[src/rtl/sbq_pkg.sv]
package sbq_pkg;

    localparam int SAMPLE_W = 24;
    localparam int COEF_W   = 32;
    localparam int HIST_W   = 40;
    localparam int ROW_W    = 4 * HIST_W;
    localparam int MOP_W    = 21;
    localparam int CBUS_W   = COEF_W + 1;
    localparam int PROD_W   = CBUS_W + MOP_W;
    localparam int ACC_W    = 76;
    localparam int RAMP_W   = 13;
    localparam int BAND_W   = 4;
    localparam int NCOEF    = 5;
    localparam int DIV_W    = COEF_W + 1;

    localparam logic [COEF_W-1:0] ONE_Q28    = 32'h1000_0000;
    localparam logic [RAMP_W-1:0] RAMP_RESET = 13'd480;

    typedef enum logic [1:0] {
        CMD_SAMPLE    = 2'd0,
        CMD_LOAD_COEF = 2'd1,
        CMD_LOAD_GAIN = 2'd2,
        CMD_COMMIT    = 2'd3
    } sbq_cmd_t;

    typedef enum logic [4:0] {
        ST_IDLE,
        ST_PASS,
        ST_RRD,
        ST_RSUB,
        ST_RDIV,
        ST_START,
        ST_GLO,
        ST_GHI,
        ST_GACC,
        ST_GEND,
        ST_RD,
        ST_LO,
        ST_HI,
        ST_ACC,
        ST_BEND,
        ST_FIN,
        ST_OUT
    } sbq_state_t;

    typedef struct packed {
        logic              start;
        logic              rd;
        logic              mul_lo;
        logic              mul_hi;
        logic              add_hi;
        logic              gain_end;
        logic              band_end;
        logic              finish;
        logic              mute;
        logic              clear_all;
        logic [2:0]        k;
        logic [BAND_W-1:0] band;
    } sbq_lane_ctl_t;

endpackage

[src/rtl/sbq_lane.sv]
module sbq_lane #(
    parameter int NUM_BANDS = 8
) (
    input  logic                                 clk,
    input  logic                                 rst_n,
    input  sbq_pkg::sbq_lane_ctl_t               ctl,
    input  logic signed [sbq_pkg::SAMPLE_W-1:0]  x,
    input  logic                                 bad,
    input  logic signed [sbq_pkg::CBUS_W-1:0]    coef,
    output logic signed [sbq_pkg::COEF_W-1:0]    y_out,
    output logic                                 cleared
);
    import sbq_pkg::*;

    localparam int BW = (NUM_BANDS > 1) ? $clog2(NUM_BANDS) : 1;

    logic [ROW_W-1:0]        hist_mem [NUM_BANDS];
    logic [ROW_W-1:0]        row_q_reg;
    logic                    row_vld_q_reg;
    logic [NUM_BANDS-1:0]    hvld_reg, hvld_next;
    logic signed [HIST_W-1:0] value_reg, value_next;
    logic                    skip_reg, skip_next;
    logic                    clr_reg, clr_next;
    logic signed [ACC_W-1:0] acc_reg, acc_next;
    logic signed [PROD_W-1:0] p_reg, p_next;
    logic signed [COEF_W-1:0] yout_reg, yout_next;
    logic                    cout_reg, cout_next;

    logic [ROW_W-1:0]         row_eff;
    logic signed [HIST_W-1:0] h0, h1, h2, opa;
    logic signed [MOP_W-1:0]  mop;
    logic signed [ACC_W-1:0]  rnd_full;
    logic                     ovf40;
    logic signed [HIST_W-1:0] fin_v;
    logic                     ovf32;
    logic                     row_we;
    logic [BW-1:0]            bidx;

    assign bidx    = ctl.band[BW-1:0];
    assign row_eff = row_vld_q_reg ? row_q_reg : '0;
    assign h0      = row_eff[HIST_W-1:0];
    assign h1      = row_eff[2*HIST_W-1:HIST_W];
    assign h2      = row_eff[3*HIST_W-1:2*HIST_W];

    always_comb
    begin
        case (ctl.k)
            3'd0:    opa = value_reg;
            3'd1:    opa = h0;
            3'd2:    opa = h1;
            3'd3:    opa = h2;
            default: opa = row_eff[4*HIST_W-1:3*HIST_W];
        endcase
    end

    // operand split into unsigned low 20 bits and signed high 20 bits
    assign mop = ctl.mul_hi ? {opa[HIST_W-1], opa[HIST_W-1:20]} : {1'b0, opa[19:0]};

    assign rnd_full = (acc_reg + (ACC_W'(1) <<< 27)) >>> 28;
    assign ovf40 = !((&rnd_full[ACC_W-1:HIST_W-1]) || !(|rnd_full[ACC_W-1:HIST_W-1]));
    assign fin_v = ctl.mute ? '0 : value_reg;
    assign ovf32 = !((&fin_v[HIST_W-1:COEF_W-1]) || !(|fin_v[HIST_W-1:COEF_W-1]));
    assign row_we = ctl.band_end && !skip_reg && !ovf40;

    always_comb
    begin
        hvld_next  = hvld_reg;
        value_next = value_reg;
        skip_next  = skip_reg;
        clr_next   = clr_reg;
        acc_next   = acc_reg;
        p_next     = p_reg;
        yout_next  = yout_reg;
        cout_next  = cout_reg;
        if (ctl.mul_lo || ctl.mul_hi)
        begin
            p_next = coef * mop;
        end
        if (ctl.mul_hi)
        begin
            acc_next = acc_reg + ACC_W'(p_reg);
        end
        if (ctl.add_hi)
        begin
            acc_next = acc_reg + (ACC_W'(p_reg) <<< 20);
        end
        if (ctl.start)
        begin
            acc_next   = '0;
            value_next = bad ? '0 : HIST_W'(x);
            skip_next  = bad;
            clr_next   = bad;
            if (bad)
            begin
                hvld_next = '0;
            end
        end
        if (ctl.gain_end)
        begin
            value_next = rnd_full[HIST_W-1:0];
            acc_next   = '0;
        end
        if (ctl.band_end)
        begin
            acc_next = '0;
            if (!skip_reg)
            begin
                if (ovf40)
                begin
                    // band overflow drops the rest of the cascade
                    hvld_next  = '0;
                    skip_next  = 1'b1;
                    clr_next   = 1'b1;
                    value_next = '0;
                end
                else
                begin
                    hvld_next[bidx] = 1'b1;
                    value_next      = rnd_full[HIST_W-1:0];
                end
            end
        end
        if (ctl.finish)
        begin
            if (ovf32)
            begin
                hvld_next = '0;
                yout_next = '0;
                cout_next = 1'b1;
            end
            else
            begin
                yout_next = fin_v[COEF_W-1:0];
                cout_next = clr_reg;
            end
        end
        if (ctl.clear_all)
        begin
            hvld_next = '0;
        end
    end

    always_ff @(posedge clk or negedge rst_n)
    begin
        if (!rst_n)
        begin
            hvld_reg <= '0;
            skip_reg <= 1'b0;
            clr_reg  <= 1'b0;
            cout_reg <= 1'b0;
        end
        else
        begin
            hvld_reg <= hvld_next;
            skip_reg <= skip_next;
            clr_reg  <= clr_next;
            cout_reg <= cout_next;
        end
    end

    always_ff @(posedge clk)
    begin
        value_reg <= value_next;
        acc_reg   <= acc_next;
        p_reg     <= p_next;
        yout_reg  <= yout_next;
    end

    // history row: h0, h1 (inputs), h2, h3 (outputs)
    always_ff @(posedge clk)
    begin
        if (row_we)
        begin
            hist_mem[bidx] <= {h2, rnd_full[HIST_W-1:0], h0, value_reg};
        end
        if (ctl.rd)
        begin
            row_q_reg     <= hist_mem[bidx];
            row_vld_q_reg <= hvld_reg[bidx];
        end
    end

    assign y_out   = yout_reg;
    assign cleared = cout_reg;

endmodule
[config.mk]
export PLATFORM = sky130hd
export DESIGN_NAME = sbq_lane
export DESIGN_NICKNAME = d
export VERILOG_FILES = /design/src/rtl/sbq_pkg.sv /design/src/rtl/sbq_lane.sv
export SDC_FILE = /design/constraint.sdc
export NUM_CORES = 2
export LEC_CHECK = 0
export ABC_AREA = 1
export BUFFER_PORTS_ARGS = -buffer_cell sky130_fd_sc_hd__buf_2
export CAP_MARGIN = 20
export CELL_PAD_IN_SITES_DETAIL_PLACEMENT = 0
export CELL_PAD_IN_SITES_GLOBAL_PLACEMENT = 2
export CORE_MARGIN = 5
export CORE_UTILIZATION = 47
export CTS_CLUSTER_SIZE = 40
export DETAILED_ROUTE_END_ITERATION = 10
export PLACE_DENSITY = 0.88
export SLEW_MARGIN = 20
export SYNTH_ARGS = -nofsm -noshare
export SYNTH_HDL_FRONTEND = slang
export SYNTH_SLANG_ARGS = --single-unit
[constraint.sdc]
create_clock -name clk -period 10.86 [get_ports clk]
set_input_delay 3.258 -clock clk [delete_from_list [all_inputs] [get_ports clk]]
set_output_delay 3.258 -clock clk [all_outputs]
set_load 0.01 [all_outputs]
After elaboration in Yosys (flattened, before gate mapping)
Memories as Yosys holds them, arrays and structs flattened. A register that Yosys moved wholly into a read port is not among the register bits.
Cells that the tools add are included.
{"block": "classes", "bitwise_logic": 2, "n_mul": 1, "addsub": 3, "reduce_logical": 17, "eq_ne": 3, "magnitude_cmp": 2, "muxes": 35}
{"op": "40-bit two-way mux", "count": 7}
{"op": "160-bit two-way mux", "count": 1}
{"op": "40-bit case mux with 4 select lines", "count": 1}
{"op": "76-bit two-way mux", "count": 2}
{"op": "76-bit by 29-bit adder with 76-bit output, second input constant", "count": 1}
{"op": "76-bit by 54-bit adder with 76-bit output", "count": 1}
{"op": "76-bit by 74-bit adder with 76-bit output", "count": 1}
{"op": "8-bit two-way mux", "count": 8}
{"op": "33-bit by 21-bit multiplier with 54-bit output", "count": 1}
{"op": "21-bit two-way mux", "count": 1}
{"op": "9-bit AND reduction", "count": 2}
{"op": "9-bit OR reduction", "count": 2}
{"op": "1-bit two-way mux", "count": 13}
{"op": "8-bit bitwise OR", "count": 1}
{"op": "3-bit by 2-bit equality test with 1-bit output, second input constant", "count": 2}
{"op": "3-bit by 4-bit < comparator with 1-bit output, second input constant", "count": 1}
{"op": "1-bit binary-select mux with 3-bit select", "count": 1}
{"op": "1-bit demux with 3-bit select", "count": 1}
{"op": "3-bit by 1-bit equality test with 1-bit output, second input constant", "count": 1}
{"op": "3-bit by 1-bit >= comparator with 1-bit output, second input constant", "count": 1}
{"op": "1-bit logical AND", "count": 3}
{"op": "1-bit zero test", "count": 3}
{"op": "3-bit zero test", "count": 1}
{"op": "1-bit logical OR", "count": 3}
{"op": "other kinds (4)", "count": 4}
{"block": "totals", "ramBits": 1280, "in_bits": 77, "memories": 1, "output_inout_bits": 33, "regBits": 214, "wordCells": 74}
{"memory": "hist_mem", "depth": 8, "width": 160, "read_ports": 1, "rd_clocked_by_memory_dff": 1, "wr": 1, "line": "sbq_lane.sv:17", "rtl": "logic [ROW_W-1:0] hist_mem [NUM_BANDS];"}

Longest topological paths before layout
{"block": "depth", "ltp_word": 11, "ltp_mapped": 37, "depth_no_buf": 34}

Worst setup path before layout
Ideal clock, no wire load.
{"block": "synth_path", "path_type": "input to register", "start": "input ctl[13] in the netlist's numbering", "end": "register p_reg[51] (data pin)", "path_stages": 29, "path_buffers": 5, "required_time_ps": 10595, "setup_ps": 265, "t_arrival_ps": 9962, "slack_ps": 633, "cell_sequence": "buf_2 buf_2 buf_2 clkbuf_1 o21ai_0 o211ai_1 nand2_1 buf_2 nand2_1 fa_1 fa_1 inv_1 fa_1 inv_1 fa_1 inv_1 fa_1 inv_1 fa_1 fa_1 inv_1 ha_1 a21oi_1 inv_1 a31oi_1 o21ai_0 a311oi_1 o21ai_0 xor2_1"}
{"block": "synth_between", "elab_chain_len": 2}
{"item": "start: declaration", "line": "sbq_lane.sv:6", "rtl": "input sbq_pkg::sbq_lane_ctl_t ctl,"}
{"item": "21-bit two-way mux", "line": "sbq_lane.sv:57", "rtl": "assign mop = ctl.mul_hi ? {opa[HIST_W-1], opa[HIST_W-1:20]} : {1'b0, opa[19:0]};"}
{"item": "33-bit by 21-bit multiplier with 54-bit output", "line": "sbq_lane.sv:77", "rtl": "p_next = coef * mop;"}
{"item": "end signal: assignment", "line": "sbq_lane.sv:165", "rtl": "p_reg <= p_next;"}
{"item": "end: declaration", "line": "sbq_lane.sv:25", "rtl": "logic signed [PROD_W-1:0] p_reg, p_next;"}
Every way passes these cells.
A chain may end at the register's enable or synchronous reset.

Worst setup path after layout
{"block": "layout_path", "start": "input ctl[6] in the netlist's numbering", "end": "register p_reg[50] (data pin)"}
{"block": "layout_between", "elab_chain_len": 4, "word_cells_on_any_way": 7, "classes_between": "mul (1); eq/ne (3); mux (2); reduce/logical (1)"}
{"item": "3-bit by 2-bit equality test with 1-bit output, or another cell as far along", "line": "sbq_lane.sv:47", "rtl": "case (ctl.k)"}
{"item": "40-bit case mux with 4 select lines (*)", "line": "sbq_lane.sv:47"}
{"item": "21-bit two-way mux (*)", "line": "sbq_lane.sv:57"}
{"item": "33-bit by 21-bit multiplier with 54-bit output (*)", "line": "sbq_lane.sv:77"}
Mark *: on every way between the ends. The rest lies on a longest branch, timed or not.

==> insert_results.sql <==
INSERT INTO impl_metrics (metric_group, metric, value, unit) VALUES
('sta', 'holdWs', '0.495', 'ns'),
('outcome', 'status', 'completed', ''),
('yosys', 'mapped_nets', '10400', ''),
('setup_path', 'critPathMostFrequentCell', 'sky130_fd_sc_hd__fa_1', ''),
('routing', 'detailroute.via_count', '71800', ''),
('setup_path', 'slowest_stage', 'sky130_fd_sc_hd__fa_1', ''),
('yosys', 'synth_area_leader', 'sky130_fd_sc_hd__edfxtp_1', ''),
('sta', 'layout_min_cycle_time', '10.56', 'ns'),
('cts', 'cts_max_path_buffers', '3', ''),
('sta', 'grt_setup_unrepaired', 'false', ''),
('yosys', 'post_synthesis_cells', '9340', ''),
('routing', 'drt-initial-drc-count', '7195', ''),
('finish', 'largest_reg_flops', '1280', ''),
('sta', 'report.final.hold_viol_count', '0', ''),
('yosys', 'synth.distinct_cells', '59', ''),
('placed_design', 'place.port_buffers', '108', ''),
('yosys', 'synthMostInstantiatedCell', 'sky130_fd_sc_hd__nand2_1', ''),
('yosys', 'synth_edf_count', '1527', ''),
('cts', 'clkTransAtPathRegs', '0.06', 'ns'),
('cts', 'cts.repair_timing.setup_buffer_count', '0', ''),
('cts', 'insertion_delay_of_the_later_clocked_pin_in_the_worst_skew_pair', '0.81', 'ns'),
('grt', 'grt_pass1_vias', '72900', ''),
('placed_design', 'gp_congestion', '1.02', ''),
('sta', 'report.final.setup_viol', '0', ''),
('setup_path', 'worstSetupPathType', 'primary input to flip-flop', ''),
('sta', 'clock.fmax', '94.7', 'MHz'),
('setup_path', 'worst-path-max-fanout', '12', ''),
('yosys', 'synth_seq_cells', '1654', ''),
('yosys', 'netlist_top_cells_area', 'sky130_fd_sc_hd__edfxtp_1 47%, sky130_fd_sc_hd__fa_1 14%, sky130_fd_sc_hd__nand2_1 7.2%, sky130_fd_sc_hd__inv_1 6.0%, sky130_fd_sc_hd__ha_1 3.4%', ''),
('pwr', 'p_leak', '45.5', 'nW'),
('pwr', 'irDropWorstVdd', '0.00118', 'V'),
('finish', 'fin_util', '0.535', ''),
('yosys', 'syn_area_per_cell', '10.4', 'um^2'),
('finish', 'drive_above_1_share', '0.0993', ''),
('finish', 'area.growth.synth_to_final', '13.2', '%'),
('floorplan', 'design.core.area', '205000', 'um^2'),
('routing', 'drc_errors', '0', ''),
('floorplan', 'initial_standard_cell_utilization_of_the_core', '0.473', ''),
('sta', 'finalWorstSetupSlack', '0.301', 'ns'),
('floorplan', 'num_rows', '166', ''),
('routing', 'drt_pass_1_iters', '6', ''),
('cts', 'tritoncts.num_buffers', '168', ''),
('grt', 'global_route.usage.total', '0.304', ''),
('grt', 'antenna_found_initial', '11', ''),
('finish', 'nets', '10800', ''),
('setup_path', 'crit_required', '11.37', 'ns'),
('finish', 'filler_cell_count', '18100', ''),
('pwr', 'p_per_area', '349', 'nW/um^2'),
('placed_design', 'dp.final_hpwl', '241000', 'um'),
('sta', 'worst_slew_pin_slew', '1.18', 'ns'),
('yosys', 'postSynth.topFlopCell', 'sky130_fd_sc_hd__edfxtp_1', ''),
('yosys', 'post-synth-top-area-fraction', '0.473', ''),
('placed_design', 'detailedPlace.worstSlack', '-0.370', 'ns'),
('routing', 'drt.antenna.violating_nets', '0', ''),
('sta', 'largest_clock_skew_in_the_final_design', '0.0484', 'ns'),
('grt', 'wire_length_of_the_first_global_routing_pass', '483000', 'um'),
('yosys', 'synth_common_cells', '1,863 x sky130_fd_sc_hd__nand2_1, 1,547 x sky130_fd_sc_hd__inv_1, 1,527 x sky130_fd_sc_hd__edfxtp_1, 827 x sky130_fd_sc_hd__nor2_1, 689 x sky130_fd_sc_hd__fa_1', ''),
('routing', 'routed_wl', '331000', 'um'),
('setup_path', 'crit_path_max_incr_delay', '0.60', 'ns'),
('floorplan', 'floorplan.io_pins', '110', ''),
('grt', 'overflow_after_grt', '0', ''),
('setup_path', 'crit_path_end_kind', 'flip-flop', ''),
('setup_path', 'critPathArrivalTime', '11.07', 'ns'),
('floorplan', 'chipHeight', '464', 'um'),
('routing', 'routedWlPerCell', '26.2', 'um'),
('yosys', 'ys_warn_count', '0', ''),
('sta', 'finalMaxSlewViolations', '0', ''),
('sta', 'maxSlewHeadroom', '0.210', ''),
('yosys', 'synth_sequential_area_ratio', '0.500', ''),
('cts', 'cts.root.buffer_cell', 'sky130_fd_sc_hd__clkbuf_16', ''),
('cts', 'tritoncts_num_sinks', '1654', '');
path summary, 6_finish.rpt:
path,slack [ns],depth (start not counted),endpoint,startpoint
worst min register to register,0.50,2,clr_reg,clr_reg
min in group asynchronous,2.34,1,hvld_reg[5],rst_n
worst min-delay path,0.50,2,clr_reg,clr_reg
worst max register to register,1.52,36,p_reg[50],row_vld_q_reg
worst max-delay path,0.30,37,p_reg[50],ctl[6]
max in group asynchronous,8.25,1,hvld_reg[4],rst_n
placed cells by master, fill, tap and decap left out, types with 188 or more instances in the layout:
cell type	instances
sky130_fd_sc_hd__a21oi_1	394
sky130_fd_sc_hd__a22oi_1	219
sky130_fd_sc_hd__buf_4	458
sky130_fd_sc_hd__edfxtp_1	1527
sky130_fd_sc_hd__fa_1	689
sky130_fd_sc_hd__ha_1	264
sky130_fd_sc_hd__inv_1	1544
sky130_fd_sc_hd__nand2_1	1863
sky130_fd_sc_hd__nand3_1	205
sky130_fd_sc_hd__nand4_1	188
sky130_fd_sc_hd__nor2_1	822
sky130_fd_sc_hd__o21ai_0	298
power breakdown:
part	internal [mW]	leakage [nW]	total [mW]	switching, mW
combinational	10.8	28.0	24.0	13.2
clock	3.27	2.71	5.78	2.51
sequential	8.07	14.9	8.54	0.470
total	22.2	45.5	38.3	16.2
kinds of logic (layout without fill, tap and decap cells):
family                     after synthesis  in the layout  share of synthesized area
DFF                                   1654           1654                      0.500
AOI/OAI and AO/OA                     1432           1432                     0.0963
other                                    0              3                          0
xor gates and xnor gates               146            146                     0.0133
adders and majority gates              953            953                      0.176
buffers and inverters                 1911           2506                     0.0757
and+or+nand+nor                       3244           3244                      0.139
critical path: cells and delay by family:
kind,cells,cell delay (ns)
fa+ha+maj,8,3.83
simple gates,11,1.61
compound gates,3,0.55
buf+inv,14,1.68
xor+xnor,1,0.14
cell type report:
type                    instances  area, um^2  area share
clock buffers                 207        4460      0.0407
flip-flops and latches       1654       48500       0.441
clock inverters               105        1090     0.00993
inverters                    1570        5890      0.0537
repair buffers                624        5150      0.0469
multi-input cells            5775       41300       0.377
diodes                          3        7.51   0.0000684
well taps                    2688        3360      0.0306
per-layer routing:
layer,global-route usage,routed length (um),vias up,part of all wire
li1,-,-,32200,-
met1,0.403,133000,36100,0.40
met2,0.518,162000,2963,0.49
met3,0.0378,22600,564,0.068
met4,0.105,13200,4,0.040
met5,0,34,-,0.00010
repair_timing:
| item | in CTS | in global routing |
|---|---|---|
| hold buffers | 0 | 0 |
| setup endpoints to repair | 0 | 4 |
| resized for setup | 0 | 2 |
| endpoints found under the hold margin | 0 | 0 |
stage by stage:
stage,setup TNS (ns),area [um^2],cells,power [mW]
after CTS,0,110000,12600,38.8
final,0,110000,12600,38.3
after global routing,0,110000,12600,41.4
after floorplan,0,97000,9340,21.1
after global placement,-4.07,104000,12300,32.9
after detailed placement,-4.29,104000,12300,32.9
Power figures use the tool's default switching activity.
